[config.mk]
export PLATFORM = sky130hd
export DESIGN_NAME = multi_slot_timer_table_unit
export DESIGN_NICKNAME = d
export VERILOG_FILES = /design/src/rtl/mstt_pkg.sv /design/src/rtl/multi_slot_timer_table_unit.sv
export VERILOG_INCLUDE_DIRS = /design/src /design/src/rtl
export SDC_FILE = /design/constraint.sdc
export NUM_CORES = 1
export LEC_CHECK = 0
export ABC_AREA = 1
export BUFFER_PORTS_ARGS = -buffer_cell sky130_fd_sc_hd__buf_2
export CAP_MARGIN = 20
export CORE_ASPECT_RATIO = 0.7
export CORE_MARGIN = 1
export CORE_UTILIZATION = 55
export CTS_CLUSTER_DIAMETER = 50
export DETAILED_ROUTE_END_ITERATION = 16
export PLACE_DENSITY = 0.74
export SYNTH_ARGS = -nofsm -noshare
export SYNTH_HDL_FRONTEND = slang
export SYNTH_SLANG_ARGS = --single-unit
[constraint.sdc]
create_clock -name clk -period 4.5 [get_ports clk]
set_clock_uncertainty 0.05 [all_clocks]
set_input_delay 0.45 -clock clk [delete_from_list [all_inputs] [get_ports clk]]
set_output_delay 0.45 -clock clk [all_outputs]
set_load 0.01 [all_outputs]
[src/rtl/multi_slot_timer_table_unit_defines.svh]
// ----------------------------------------------------------------------------
// Assertion macros for the timer table
// Concurrent checks that compile away when SYNTH is defined.
// ----------------------------------------------------------------------------
`ifndef MULTI_SLOT_TIMER_TABLE_UNIT_DEFINES_SVH
`define MULTI_SLOT_TIMER_TABLE_UNIT_DEFINES_SVH

`ifndef SYNTH

// prop must hold at every clock edge outside reset
`define MSTT_ASSERT(label, clk, rst_n, prop) \
    label: assert property (@(posedge clk) disable iff (!rst_n) (prop)) \
        else $error("timer table check failed");

// cond must never be true outside reset
`define MSTT_NEVER(label, clk, rst_n, cond) \
    label: assert property (@(posedge clk) disable iff (!rst_n) !(cond)) \
        else $error("timer table forbidden condition");

`else

`define MSTT_ASSERT(label, clk, rst_n, prop)
`define MSTT_NEVER(label, clk, rst_n, cond)

`endif

`endif

[src/rtl/mstt_pkg.sv]
// ----------------------------------------------------------------------------
// Timer table package
// Command and result codes, sequencer states and the slot memory word.
// ----------------------------------------------------------------------------
package mstt_pkg;

    typedef enum logic [2:0] {
        CMD_TICK    = 3'd0,
        CMD_TALLOC  = 3'd1,
        CMD_TCANCEL = 3'd2,
        CMD_CALLOC  = 3'd3,
        CMD_START   = 3'd4,
        CMD_STOP    = 3'd5,
        CMD_READ    = 3'd6,
        CMD_CCANCEL = 3'd7
    } cmd_t;

    typedef enum logic [2:0] {
        KIND_FIRE  = 3'd0,
        KIND_GRANT = 3'd1,
        KIND_BAD   = 3'd2,
        KIND_WATCH = 3'd3,
        KIND_DONE  = 3'd4
    } kind_t;

    typedef enum logic [4:0] {
        ST_IDLE = 5'b00001,
        ST_WALK = 5'b00010,
        ST_DONE = 5'b00100,
        ST_SCAN = 5'b01000,
        ST_RDW  = 5'b10000
    } state_t;

    // One memory word per slot; timer fields and stopwatch count share it.
    typedef struct packed {
        logic [7:0] period;
        logic [7:0] remaining;
        logic [7:0] repeats;
        logic [7:0] count;
    } slot_word_t;

endpackage

[src/rtl/multi_slot_timer_table_unit.sv]
// ----------------------------------------------------------------------------
// Multi-slot timer table
// Table of countdown timers and stopwatches driven by a small sequencer.
// ----------------------------------------------------------------------------
// One transaction is taken at a time. A tick walks the slots one per cycle,
// held while a fire waits for the output register, through the single-port
// slot memory and then gives a done result; an allocation scans for the
// lowest free slot, one slot per cycle; a read waits in its own state for the
// registered memory read; every other command answers when it is accepted.
// Each result goes to an output register, and a stalled output holds the
// sequencer only when a new result has to be loaded.
`include "multi_slot_timer_table_unit_defines.svh"

module multi_slot_timer_table_unit
    import mstt_pkg::*;
#(
    parameter int SLOTS = 16
)
(
    input  logic       clk,
    input  logic       rst_n,
    input  logic       in_valid,
    output logic       in_stall,
    input  logic [2:0] cmd,
    input  logic [3:0] slot,
    input  logic [7:0] period,
    input  logic [7:0] repeat_count,
    output logic       out_valid,
    input  logic       out_stall,
    output logic [2:0] kind,
    output logic [3:0] slot_res,
    output logic [7:0] value,
    output logic       last
);

    localparam int IW = (SLOTS > 1) ? $clog2(SLOTS) : 1;
    localparam logic [IW-1:0] LAST_SLOT = IW'(SLOTS - 1);

    state_t           state_reg, state_next;
    logic [IW-1:0]    ptr_reg, ptr_next;
    logic [SLOTS-1:0] sw_reg, sw_next;
    logic [SLOTS-1:0] live_reg, live_next;
    logic [SLOTS-1:0] run_reg, run_next;
    logic [SLOTS-1:0] en_reg, en_next;

    cmd_t             cmd_reg, cmd_next;
    logic [7:0]       per_reg, per_next;
    logic [7:0]       rep_reg, rep_next;
    logic             rsw_reg, rsw_next;

    logic             ov_reg, ov_next;
    kind_t            kind_reg, kind_next;
    logic [3:0]       slot_res_reg, slot_res_next;
    logic [7:0]       value_reg, value_next;
    logic             last_reg, last_next;

    slot_word_t       mem [SLOTS];
    slot_word_t       rd_q;
    logic             mem_we;
    logic [IW-1:0]    mem_wa;
    slot_word_t       mem_wd;

    logic             out_free;
    logic             accept;
    logic             slot_ok;
    logic [IW-1:0]    cidx;

    logic             emit;
    kind_t            e_kind;
    logic [3:0]       e_slot;
    logic [7:0]       e_val;
    logic             e_last;

    assign out_free = !ov_reg || !out_stall;
    assign in_stall = !((state_reg == ST_IDLE) && out_free);
    assign accept   = in_valid && !in_stall;
    assign slot_ok  = 32'(slot) < SLOTS;
    assign cidx     = slot_ok ? IW'(slot) : '0;

    always_comb
    begin
        slot_word_t w;
        logic [7:0] rem_dec;

        state_next = state_reg;
        ptr_next   = ptr_reg;
        sw_next    = sw_reg;
        live_next  = live_reg;
        run_next   = run_reg;
        en_next    = en_reg;
        cmd_next   = cmd_reg;
        per_next   = per_reg;
        rep_next   = rep_reg;
        rsw_next   = rsw_reg;
        mem_we     = 1'b0;
        mem_wa     = ptr_reg;
        mem_wd     = '0;
        emit       = 1'b0;
        e_kind     = KIND_BAD;
        e_slot     = '0;
        e_val      = '0;
        e_last     = 1'b0;
        w          = rd_q;
        rem_dec    = rd_q.remaining - 8'd1;

        case (state_reg)
            ST_IDLE:
            begin
                if (accept)
                begin
                    cmd_next = cmd_t'(cmd);
                    per_next = period;
                    rep_next = repeat_count;
                    e_last   = 1'b1;
                    case (cmd_t'(cmd))
                        CMD_TICK:
                        begin
                            ptr_next   = '0;
                            state_next = ST_WALK;
                        end
                        CMD_TALLOC:
                        begin
                            if (period == 8'd0)
                            begin
                                emit = 1'b1;
                            end
                            else
                            begin
                                ptr_next   = '0;
                                state_next = ST_SCAN;
                            end
                        end
                        CMD_CALLOC:
                        begin
                            ptr_next   = '0;
                            state_next = ST_SCAN;
                        end
                        CMD_TCANCEL:
                        begin
                            emit = 1'b1;
                            if (slot_ok && live_reg[cidx])
                            begin
                                live_next[cidx] = 1'b0;
                                sw_next[cidx]   = 1'b0;
                                run_next[cidx]  = 1'b0;
                                en_next[cidx]   = 1'b0;
                                e_kind          = KIND_DONE;
                            end
                        end
                        CMD_START:
                        begin
                            emit = 1'b1;
                            if (slot_ok && sw_reg[cidx])
                            begin
                                // only the count matters in a stopwatch word
                                mem_we         = 1'b1;
                                mem_wa         = cidx;
                                mem_wd         = '0;
                                run_next[cidx] = 1'b1;
                                e_kind         = KIND_DONE;
                            end
                        end
                        CMD_STOP:
                        begin
                            emit = 1'b1;
                            if (slot_ok && sw_reg[cidx])
                            begin
                                run_next[cidx] = 1'b0;
                                e_kind         = KIND_DONE;
                            end
                        end
                        CMD_CCANCEL:
                        begin
                            emit = 1'b1;
                            if (slot_ok && sw_reg[cidx])
                            begin
                                live_next[cidx] = 1'b0;
                                sw_next[cidx]   = 1'b0;
                                run_next[cidx]  = 1'b0;
                                en_next[cidx]   = 1'b0;
                                e_kind          = KIND_DONE;
                            end
                        end
                        CMD_READ:
                        begin
                            ptr_next   = cidx;
                            rsw_next   = slot_ok && sw_reg[cidx];
                            state_next = ST_RDW;
                        end
                        default:
                        begin
                            emit = 1'b1;
                        end
                    endcase
                end
            end

            ST_WALK:
            begin
                if (sw_reg[ptr_reg])
                begin
                    if (run_reg[ptr_reg] && en_reg[ptr_reg])
                    begin
                        w.count = rd_q.count + 8'd1;
                        mem_we  = 1'b1;
                    end
                end
                else if (live_reg[ptr_reg])
                begin
                    mem_we      = 1'b1;
                    w.remaining = rem_dec;
                    if (rem_dec == 8'd0)
                    begin
                        e_kind = KIND_FIRE;
                        e_slot = 4'(ptr_reg);
                        emit   = out_free;
                        mem_we = out_free;
                        if (rd_q.repeats == 8'd1)
                        begin
                            live_next[ptr_reg] = !out_free;
                        end
                        else
                        begin
                            if (rd_q.repeats > 8'd1)
                            begin
                                w.repeats = rd_q.repeats - 8'd1;
                            end
                            w.remaining = rd_q.period;
                        end
                    end
                end
                mem_wd = w;
                // hold on a pending fire until the output register frees up
                if (!(live_reg[ptr_reg] && !sw_reg[ptr_reg] && rem_dec == 8'd0
                      && !out_free))
                begin
                    if (ptr_reg == LAST_SLOT)
                    begin
                        ptr_next   = '0;
                        state_next = ST_DONE;
                    end
                    else
                    begin
                        ptr_next = ptr_reg + IW'(1);
                    end
                end
            end

            ST_DONE:
            begin
                if (out_free)
                begin
                    emit       = 1'b1;
                    e_kind     = KIND_DONE;
                    e_last     = 1'b1;
                    state_next = ST_IDLE;
                end
            end

            ST_SCAN:
            begin
                e_last = 1'b1;
                if (!sw_reg[ptr_reg] && !live_reg[ptr_reg])
                begin
                    if (out_free)
                    begin
                        emit       = 1'b1;
                        e_kind     = KIND_GRANT;
                        e_slot     = 4'(ptr_reg);
                        mem_we     = 1'b1;
                        state_next = ST_IDLE;
                        if (cmd_reg == CMD_TALLOC)
                        begin
                            mem_wd.period      = per_reg;
                            mem_wd.remaining   = per_reg;
                            mem_wd.repeats     = rep_reg;
                            live_next[ptr_reg] = 1'b1;
                        end
                        else
                        begin
                            sw_next[ptr_reg]  = 1'b1;
                            en_next[ptr_reg]  = 1'b1;
                            run_next[ptr_reg] = 1'b0;
                        end
                    end
                end
                else if (ptr_reg == LAST_SLOT)
                begin
                    if (out_free)
                    begin
                        emit       = 1'b1;
                        state_next = ST_IDLE;
                    end
                end
                else
                begin
                    ptr_next = ptr_reg + IW'(1);
                end
            end

            ST_RDW:
            begin
                if (out_free)
                begin
                    emit       = 1'b1;
                    e_kind     = KIND_WATCH;
                    e_val      = rsw_reg ? rd_q.count : 8'd0;
                    e_last     = 1'b1;
                    state_next = ST_IDLE;
                end
            end

            default:
            begin
                state_next = ST_IDLE;
            end
        endcase

        // free the whole slot when its last repeat fires
        if (state_reg == ST_WALK && !sw_reg[ptr_reg] && live_reg[ptr_reg]
            && rem_dec == 8'd0 && rd_q.repeats == 8'd1 && out_free)
        begin
            run_next[ptr_reg] = 1'b0;
            en_next[ptr_reg]  = 1'b0;
        end
    end

    always_comb
    begin
        ov_next       = ov_reg && out_stall;
        kind_next     = kind_reg;
        slot_res_next = slot_res_reg;
        value_next    = value_reg;
        last_next     = last_reg;
        if (emit)
        begin
            ov_next       = 1'b1;
            kind_next     = e_kind;
            slot_res_next = e_slot;
            value_next    = e_val;
            last_next     = e_last;
        end
    end

    always_ff @(posedge clk or negedge rst_n)
    begin
        if (!rst_n)
        begin
            state_reg <= ST_IDLE;
            ptr_reg   <= '0;
            sw_reg    <= '0;
            live_reg  <= '0;
            run_reg   <= '0;
            en_reg    <= '0;
            ov_reg    <= 1'b0;
        end
        else
        begin
            state_reg <= state_next;
            ptr_reg   <= ptr_next;
            sw_reg    <= sw_next;
            live_reg  <= live_next;
            run_reg   <= run_next;
            en_reg    <= en_next;
            ov_reg    <= ov_next;
        end
    end

    always_ff @(posedge clk)
    begin
        cmd_reg      <= cmd_next;
        per_reg      <= per_next;
        rep_reg      <= rep_next;
        rsw_reg      <= rsw_next;
        kind_reg     <= kind_next;
        slot_res_reg <= slot_res_next;
        value_reg    <= value_next;
        last_reg     <= last_next;
    end

    // slot memory: one write port, registered read at the next pointer
    always_ff @(posedge clk)
    begin
        if (mem_we)
        begin
            mem[mem_wa] <= mem_wd;
        end
        rd_q <= mem[ptr_next];
    end

    assign out_valid = ov_reg;
    assign kind      = kind_reg;
    assign slot_res  = slot_res_reg;
    assign value     = value_reg;
    assign last      = last_reg;

    `MSTT_NEVER(a_sw_timer_excl, clk, rst_n, |(sw_reg & live_reg))
    `MSTT_NEVER(a_run_needs_sw, clk, rst_n, |((run_reg | en_reg) & ~sw_reg))
    `MSTT_ASSERT(a_ptr_range, clk, rst_n, 32'(ptr_reg) < SLOTS)
    `MSTT_ASSERT(a_busy_no_accept, clk, rst_n, (state_reg != ST_IDLE) |-> in_stall)

endmodule
# Word level (Yosys, flattened, before mapping)
# Memory sizes are Yosys's and may differ from the RTL's. A register that Yosys moved wholly into a read port is not among the register bits.
# Cells that the tools add are included.
# word_totals
register_bits,110
ram_bits,512
in_bits,27
output_inout_bits,18
mem_count,1
# mem_list
memory,words,word_bits,read_ports,rd_clocked_by_memory_dff,wr,line_no,rtl
mem,16,32,1,1,1,multi_slot_timer_table_unit.sv:57,slot_word_t mem [SLOTS];
# op_classes
addsub,4
order_cmp,5
n_eq_ne,32
muxes,131
bitwise,13
reduce_logical,38
# ops
op,count
16-bit 2-to-1 mux,35
16-bit one-hot mux with 2 select lines,6
16-bit AND,7
16-bit one-hot mux with 3 select lines,2
24-bit 2-to-1 mux,3
16-bit OR,4
4-bit 2-to-1 mux,15
24-bit one-hot mux with 2 select lines,1
5-bit one-hot mux with 4 select lines,2
5-bit 2-to-1 mux,7
8-bit 2-to-1 mux,4
16-bit inverter,2
1-bit 2-to-1 mux,29
1-bit binary-select mux with 4-bit select,6
4-bit one-hot mux with 3 select lines,2
2-bit != test (second input constant),11
16-bit bitwise mux,1
8-bit logical NOT,2
8-bit by 1-bit subtractor with 8-bit output (second input constant),2
1-bit logical AND,15
3-bit one-hot mux with 5 select lines,1
3-bit == test (second input constant),4
3-bit 2-to-1 mux,4
3-bit != test (second input constant),4
other kinds (36),54

# Depth between registers and ports, before layout
# Gate-level depths: netlist of run 1.
# depth
depth_word,12
mapped_depth,24

# Least setup slack after synthesis of run 1
# No wires, ideal clock.
# synth_path
path_type,flip-flop to flip-flop
start,register state_reg[0]
end,memory mem[11][0] (netlist bit) (enable)
setup_time_ps,421
arrival_ps,3862
path_slack_ps,166
stages_incl_launch_ff,11
path_cell_list,dfstp_2 -> inv_2 -> nor2_1 -> nand4_1 -> nor2_4 -> inv_2 -> nor2_2 -> nand2_1 -> o21ai_0 -> nand3_1 -> nor2_1
# synth_via
elab_chain_len,7
word_cells_on_any_way,11
cone_classes,3 x eq/ne; 6 x mux; 2 x reduce/logical
# synth_rtl
element,line_no,rtl
start: declaration,multi_slot_timer_table_unit.sv:39,"state_t state_reg, state_next;"
start signal: assignment,multi_slot_timer_table_unit.sv:359,state_reg <= state_next;
5-bit by 1-bit == test with 1-bit output,"multi_slot_timer_table_unit.sv:75, multi_slot_timer_table_unit.sv:106",
1-bit logical AND,multi_slot_timer_table_unit.sv:75,assign in_stall = !((state_reg == ST_IDLE) && out_free);
1-bit logical AND,multi_slot_timer_table_unit.sv:76,assign accept = in_valid && !in_stall;
1-bit 2-to-1 mux,multi_slot_timer_table_unit.sv:109,if (accept)
1-bit one-hot mux with 3 select lines,multi_slot_timer_table_unit.sv:106,case (state_reg)
1-bit 2-to-1 mux,multi_slot_timer_table_unit.sv:384,if (mem_we)
1-bit 2-to-1 mux (not written as such),multi_slot_timer_table_unit.sv:386,mem[mem_wa] <= mem_wd;
end: declaration,multi_slot_timer_table_unit.sv:57,
# Parallel ways exist; a longest one is shown, timed or not.

# Final worst setup path of run 1
# layout_path
start,register ptr_reg[0]
end,"register, netlist name rd_q[19]"
# layout_via
elab_chain_len,8
word_cells_on_any_way,20
cone_classes,1 x add/sub; 1 x eq/ne; 12 x mux; 6 x reduce/logical
# layout_rtl
element,line_no,rtl
start: declaration,multi_slot_timer_table_unit.sv:40,"logic [IW-1:0] ptr_reg, ptr_next;"
start signal: assignment,multi_slot_timer_table_unit.sv:360,ptr_reg <= ptr_next;
1-bit binary-select mux with 4-bit select,"multi_slot_timer_table_unit.sv:234, multi_slot_timer_table_unit.sv:263",
1-bit 2-to-1 mux (not written as such),"multi_slot_timer_table_unit.sv:234, multi_slot_timer_table_unit.sv:263",
1-bit logical NOT,"multi_slot_timer_table_unit.sv:234, multi_slot_timer_table_unit.sv:263",
1-bit logical AND (2 in series),multi_slot_timer_table_unit.sv:234,if (!(live_reg[ptr_reg] && !sw_reg[ptr_reg] && rem_dec == 8'd0
1-bit logical AND,multi_slot_timer_table_unit.sv:235,&& !out_free))
4-bit 2-to-1 mux,multi_slot_timer_table_unit.sv:234,
4-bit one-hot mux with 3 select lines (*),multi_slot_timer_table_unit.sv:106,
# Every way passes the cells marked *; elsewhere a longest branch is shown, timed or not. The select of a mux whose other input is x is not followed.
# A chain may end at the register's enable or synchronous reset.

==> results of run 1 <==
kinds of logic (layout without fill, tap and decap cells):
| group | Yosys count | in the layout | share of synthesized area (%) |
|---|---|---|---|
| and+or+nand+nor | 1522 | 1522 | 22.9 |
| xor gates and xnor gates | 5 | 5 | 0.138 |
| adders and majority gates | 10 | 10 | 0.396 |
| AOI/OAI and AO/OA | 354 | 354 | 6.63 |
| buffers and inverters | 772 | 886 | 10.0 |
| DFF | 654 | 654 | 59.9 |
synth_stat cells, drive strengths merged, types with 32 or more instances:
library cell | number | area (um^2)
nand3b | 128 | 961
buf | 120 | 709
edfxtp | 548 | 16500
o21ai | 162 | 826
nand3 | 635 | 3190
nand2 | 512 | 1960
nor2 | 193 | 791
clkbuf | 60 | 225
inv | 588 | 2210
dfxtp | 32 | 641
dfrtp | 73 | 1830
a21oi | 78 | 394
nor3 | 38 | 211
layer usage:
layer | wire, um | track usage (%) | vias up
li1 | - | - | 11300
met1 | 39600 | 47.2 | 12100
met2 | 41600 | 48.8 | 1460
met3 | 9990 | 6.75 | 217
met4 | 3220 | 11.2 | 0
met5 | 0 | 0 | -
path summary, 6_finish.rpt:
check | from | endpoint
worst max-delay path | ptr_reg[0]$_DFF_PN0_ | rd_q[19]$_DFF_P_
worst min-delay path | cmd[2] | cmd_reg[2]$_DFFE_PP_
worst max register to register | ptr_reg[0]$_DFF_PN0_ | rd_q[19]$_DFF_P_
worst min register to register | live_reg[9]$_DFFE_PN0P_ | live_reg[9]$_DFFE_PN0P_
max in group asynchronous | rst_n | state_reg[0]$_DFFE_PN1P_
min in group asynchronous | rst_n | en_reg[3]$_DFF_PN0_
critical path: cells and delay by family (launching register included):
kind | cells | cell delay, ns
buf+inv | 6 | 1.24
flops | 1 | 0.42
fa+ha+maj | 2 | 0.51
simple gates | 11 | 1.43
power by group through the flow:
stage | registers (mW) | logic, mW | clock network, mW
global route | 7.80 | 15.8 | 6.01
global placement | 7.87 | 13.9 | 0
finish | 7.77 | 14.6 | 5.77
detailed placement | 7.88 | 14.2 | 0
floorplan | 7.73 | 10.3 | 0
CTS | 7.76 | 14.3 | 5.81
layout make-up:
| type | instances | area, um^2 | share of cell area [%] |
|---|---|---|---|
| flip-flops and latches | 654 | 18900 | 53.3 |
| multi-input cells | 1891 | 9690 | 27.2 |
| inverters | 592 | 2230 | 6.27 |
| clock buffers | 87 | 1850 | 5.21 |
| repair buffers | 172 | 1500 | 4.21 |
| well taps | 750 | 938 | 2.64 |
| clock inverters | 35 | 405 | 1.14 |
==> impl_metrics.tcl, run 1 <==
set metrics [dict create \
    status "completed" \
    layout_commonest_cell "nand3_1" \
    power_frac_clock_pct 20.5 \
    initial_core_util_pct 55.7 \
    dieWidth_um 289 \
    diodes 0 \
    drc 0 \
    slew_viol_final 0 \
    fin_nets 3414 \
    place.port_buffers 44 \
    syn-cell-area_um2 31600 \
    cts_tree "yes" \
    vias 25100 \
    dp_cells 4038 \
    combPwrFrac_pct 51.8 \
    syn_inst 3317 \
    dp_hpwl_um 57400 \
    timing.hold.ws_ns 0.0372 \
    setup-tns-final_ns 0 \
    stdcell_area_um2 35600 \
    wl_per_cell_um 22.6 \
    largest_register_ffs 512 \
    final_antenna_net_count 0 \
    switchingPower_mw 13.2 \
    max_flop_register "mem" \
    stdcell_count 4181 \
    pwr-share-seq_pct 27.7 \
    internal_power_mw 14.9 \
    async_flop_share_pct 11.3 \
    end_kind "flop" \
    clock_latency_ns 0.62 \
    placed_cell_area_um2 33100 \
    slowest_stage "dfrtp_1" \
    cts-root-buf "clkbuf_16" \
    seq_area_frac_synth_pct 59.9 \
    path_cells "buf_4 -> ha_1 -> inv_1 -> nor2_1 -> buf_4 -> inv_1 -> ha_1 -> nand2_1 -> nand3_1 -> nand2_1 -> inv_2 -> nand2_8 -> nand2_8 -> buf_4 -> nand2_1 -> nand3_1 -> nand3_1 -> nand3_1 -> nand2_1" \
    syn-num-nets 3354 \
    clkTransAtPathRegs_ns 0.07 \
    cp.required_ns 4.94 \
    tightestPinTransition_ns 1.08 \
    p_total_mw 28.1 \
    fmax_ghz 0.263 \
    power_per_cell_area_nw_per_um2 790 \
    grt_use_total_pct 32.6 \
    cts_buffer_depth 3 \
    grt_max_degree 163 \
    final_cell_mix "633 x nand3_1, 571 x inv_1, 548 x edfxtp_1, 500 x nand2_1, 164 x nor2_1" \
    ys_types 57 \
    dp_slack_ns 0.790 \
    syn2layout_area_growth_pct 12.5 \
    reg2reg_slack_ns 0.70 \
    reg_top3 "mem x512, rd_q x32" \
    yosys_register_bits 654 \
    rsz0062_at_grt "false" \
    wirelength_um 94400 \
    path_class "flop to flop" \
    postCtsSetupBuffers 0 \
    fp.dieH_um 203 \
    post_cts_resize_count 0 \
    antenna_found_initial 0 \
    num_io_pins 45 \
    rr_worst_depth 19 \
    setup_viol_count_final 0 \
    leakage_nw 14.9 \
    grt_overflow_total 0 \
    worstHoldPathCells 1 \
    worstHoldPathType "input port to flop" \
    min_period_ns 3.80 \
    grt_pass1_wl_um 144000 \
    fill_cells 4607 \
    synth-edff-count 548 \
    via_per_inst 6.00 \
    core_area_um2 56800 \
    dr.pass1.iters 6 \
    critPathArrivalTime_ns 4.24 \
    synth_ff_type "edfxtp_1" \
    hold_viol_final 0 \
    peakVddDrop_mv 0.996 \
    htree_levels 3 \
    cts_hold_buf 17 \
    switching_share_pct 47.0 \
    cp_max_fo 35 \
    grt_pass1_vias 23900 \
    gp_congestion 1.01 \
    start_kind "flop" \
    setup_ws_ns 0.702 \
    maxCapViolations 0 \
    timing.final.crit_share_pct 84.4 \
    final_layout_size_suffix_gt1_share_pct 9.62 \
    rows 73 \
    dieArea_um2 58500 \
    drt-initial-drc-count 3508 \
    ys_warn_count 0 \
    clkSinkCount 654 \
    synth.avg_cell_area_um2 9.53 \
    relSlewSlack_pct 28.3 \
    final_core_util_pct 62.6 \
    critPathMaxStageDelay_ns 0.42 \
    cts_buffers 66 \
]
(Power assumes the default switching activity.)
==> run 2, diff against run 1 <==
--- a/config.mk
+++ b/config.mk
@@ -6,7 +6,7 @@
 export SDC_FILE = /design/constraint.sdc
 export NUM_CORES = 1
 export LEC_CHECK = 0
-export ABC_AREA = 1
+export ABC_AREA = 0
 export BUFFER_PORTS_ARGS = -buffer_cell sky130_fd_sc_hd__buf_2
 export CAP_MARGIN = 20
 export CORE_ASPECT_RATIO = 0.7
@@ -14,7 +14,7 @@
 export CORE_UTILIZATION = 55
 export CTS_CLUSTER_DIAMETER = 50
 export DETAILED_ROUTE_END_ITERATION = 16
-export PLACE_DENSITY = 0.74
+export PLACE_DENSITY = 0.71
 export SYNTH_ARGS = -nofsm -noshare
 export SYNTH_HDL_FRONTEND = slang
 export SYNTH_SLANG_ARGS = --single-unit
==> constraint.sdc (replaced) <==
create_clock -name clk -period 3.8 [get_ports clk]
set_clock_uncertainty 0.05 [all_clocks]
set_input_delay 0.38 -clock clk [delete_from_list [all_inputs] [get_ports clk]]
set_output_delay 0.38 -clock clk [all_outputs]
set_load 0.01 [all_outputs]
==> run 2 against run 1 <==
Against the previous run:
- core utilization rose by 3.7 points
- non-clock buffer count rose by 107
- clock power rose by 10%
- critical endpoint is now rd_q[23]$_DFF_P_
- largest cell class unchanged
- largest power group is now sequential cells
- highest routed layer unchanged
==> impl_metrics.tcl, run 2 <==
set metrics [dict create \
    dr.pass1.iters 6 \
    reg_top3 "mem x512, rd_q x32" \
    switching_share_pct 35.1 \
    max_flop_register "mem" \
    initial_core_util_pct 55.6 \
    synth_area_leaders "edfxtp_1 58%, dfrtp_1 6.5%, mux2_2 5.1%" \
    synthTopCellsByCount "548 x edfxtp_1, 232 x nand2_1, 144 x nor2_1" \
    cts_buffers 67 \
    wirelength_um 78200 \
    cts-root-buf "clkbuf_16" \
    num_io_pins 45 \
    cp.required_ns 4.23 \
    final_antenna_net_count 0 \
    stdcell_count 3003 \
    relSlewSlack_pct 28.3 \
    vias 19100 \
    core_area_um2 50700 \
    via_per_inst 6.36 \
    setup_viol_count_final 0 \
    antenna_found_initial 0 \
    critPathArrivalTime_ns 4.22 \
    synth-edff-count 548 \
    grt_max_degree 109 \
    drt-initial-drc-count 2557 \
    yosys_register_bits 654 \
    leakage_nw 11.4 \
    final_layout_size_suffix_gt1_share_pct 24.0 \
    seq_area_frac_synth_pct 67.2 \
    tightestPinTransition_ns 1.07 \
    dp_cells 2817 \
    start_kind "input port" \
    synth.avg_cell_area_um2 13.6 \
    path_class "input port to flop" \
    pwr-share-seq_pct 38.3 \
    grt_pass1_vias 18100 \
    final_core_util_pct 66.3 \
    syn2layout_area_growth_pct 19.1 \
    synth_most_common_cell "edfxtp_1" \
    combPwrFrac_pct 34.9 \
    yosysTopAreaCell "edfxtp_1" \
    status "completed" \
    end_kind "flop" \
    async_flop_share_pct 11.3 \
    power_frac_clock_pct 26.8 \
    peakVddDrop_mv 0.739 \
    final_cell_mix "548 x edfxtp_1, 232 x nand2_1, 157 x buf_4, 135 x mux2i_1, 129 x o211ai_1" \
    htree_levels 3 \
    power_per_cell_area_nw_per_um2 704 \
    synth_top_area_share_pct 58.4 \
    p_total_mw 23.7 \
    grt_overflow_total 0 \
    clkSinkCount 654 \
    wl_per_cell_um 26.0 \
    grt_use_total_pct 30.0 \
    dieWidth_um 273 \
    internal_power_mw 15.3 \
    clock_latency_ns 0.63 \
    fill_cells 3554 \
    cts_tree "yes" \
    syn-cell-area_um2 28200 \
    grt_pass1_wl_um 115000 \
    hold_viol_final 0 \
    syn_inst 2068 \
    syn-num-nets 2105 \
    clkTransAtPathRegs_ns 0.06 \
    diodes 0 \
    slew_viol_final 0 \
    dp_slack_ns -0.104 \
    place.port_buffers 44 \
    ys_types 63 \
    setup_ws_ns 0.00311 \
    switchingPower_mw 8.31 \
    timing.final.crit_share_pct 99.9 \
    ys_warn_count 0 \
    maxCapViolations 0 \
    drc 0 \
    layout_commonest_cell "edfxtp_1" \
    min_period_ns 3.80 \
    rows 69 \
    cts_buffer_depth 3 \
    cp_max_fo 13 \
    fin_nets 2316 \
    dp_hpwl_um 49200 \
    largest_register_ffs 512 \
    fmax_ghz 0.263 \
    fp.dieH_um 191 \
    dieArea_um2 52200 \
    gp_congestion 0.944 \
    synth_ff_type "edfxtp_1" \
    worstHoldPathType "input port to flop" \
]
run 2: power by group through the flow:
stage                     Combinational [mW]  Sequential (mW)  Clock [mW]
after CTS                               7.76             9.04        6.41
after global routing                    8.78             9.11        6.69
after floorplan                         4.81             8.97           0
after detailed placement                7.70             9.18           0
final                                   8.25             9.06        6.35
after global placement                  7.57             9.17           0
run 2: stage by stage:
step | TNS (ns) | area [um^2] | hold WS, ns
after global routing | -0.708 | 33600 | 0.0750
final | 0 | 33600 | 0.0869
after global placement | -2.43 | 30600 | 0.437
after detailed placement | -0.549 | 30600 | 0.449
after CTS | 0 | 32900 | 0.0549
after floorplan | -122.49 | 28300 | 0.0344
run 2: repair_timing:
action | in CTS | in global routing
gates cloned | 0 | 6
hold endpoints to repair | 36 | 0
buffers inserted | 1 | 39
endpoints found under the setup margin | 34 | 359
resized for setup | 2 | 27
pin swaps | 0 | 16
hold buffers | 17 | 0
run 2: worst max-delay path, stage by stage:
cell and delay, ns:
dlygate4sd3_1 0.53, buf_2 0.13, or4_1 0.58, o41ai_4 0.37, buf_4 0.21, a21oi_1 0.15
nor3_1 0.22, a311oi_2 0.08, buf_4 0.17, o211ai_4 0.13, buf_12 0.22, buf_4 0.16
clkbuf_16 0.18, mux2_2 0.34, o211ai_1 0.19, nand4_1 0.16
run 2: layer usage:
layer  wire length [um]  GRT usage, %
met3               8080          6.82
met1              33400          44.4
met5                  0             0
met2              34500          44.4
met4               2200          8.45
run 2: logic make-up (layout without fill, tap and decap cells):
group	after synthesis	in the layout	share of synthesized area, %
AO/OA/AOI/OAI	422	422	9.79
XOR/XNOR	11	11	0.342
adder cells (fa/ha/maj)	10	10	0.444
buffers and inverters	150	411	2.21
flip-flops	654	654	67.2
multiplexers	283	283	11.5
AND/OR/NAND/NOR	538	538	8.55
run 2: layout make-up:
type | count | area (um^2) | area share [%]
Tap cell | 674 | 843 | 2.51
Clock inverter | 31 | 274 | 0.816
Sequential cell | 654 | 19000 | 56.4
Clock buffer | 88 | 1820 | 5.41
Inverter | 13 | 48.8 | 0.145
Multi-Input combinational cell | 1264 | 8880 | 26.4
Timing Repair Buffer | 279 | 2780 | 8.27
run 2: final timing paths:
path / startpoint / endpoint / slack [ns] / cells past startpoint
setup reg to reg: ptr_reg[0]$_DFF_PN0_ / rd_q[23]$_DFF_P_ / 0.06 / 15
hold / removal: cmd[0] / cmd_reg[0]$_DFFE_PP_ / 0.09 / 1
max in group asynchronous: rst_n / ptr_reg[0]$_DFF_PN0_ / 2.47 / 3
hold reg to reg: en_reg[11]$_DFF_PN0_ / en_reg[11]$_DFF_PN0_ / 0.46 / 2
min in group asynchronous: rst_n / en_reg[10]$_DFF_PN0_ / 0.55 / 3
setup / recovery: period[7] / rd_q[23]$_DFF_P_ / 0.003 / 16
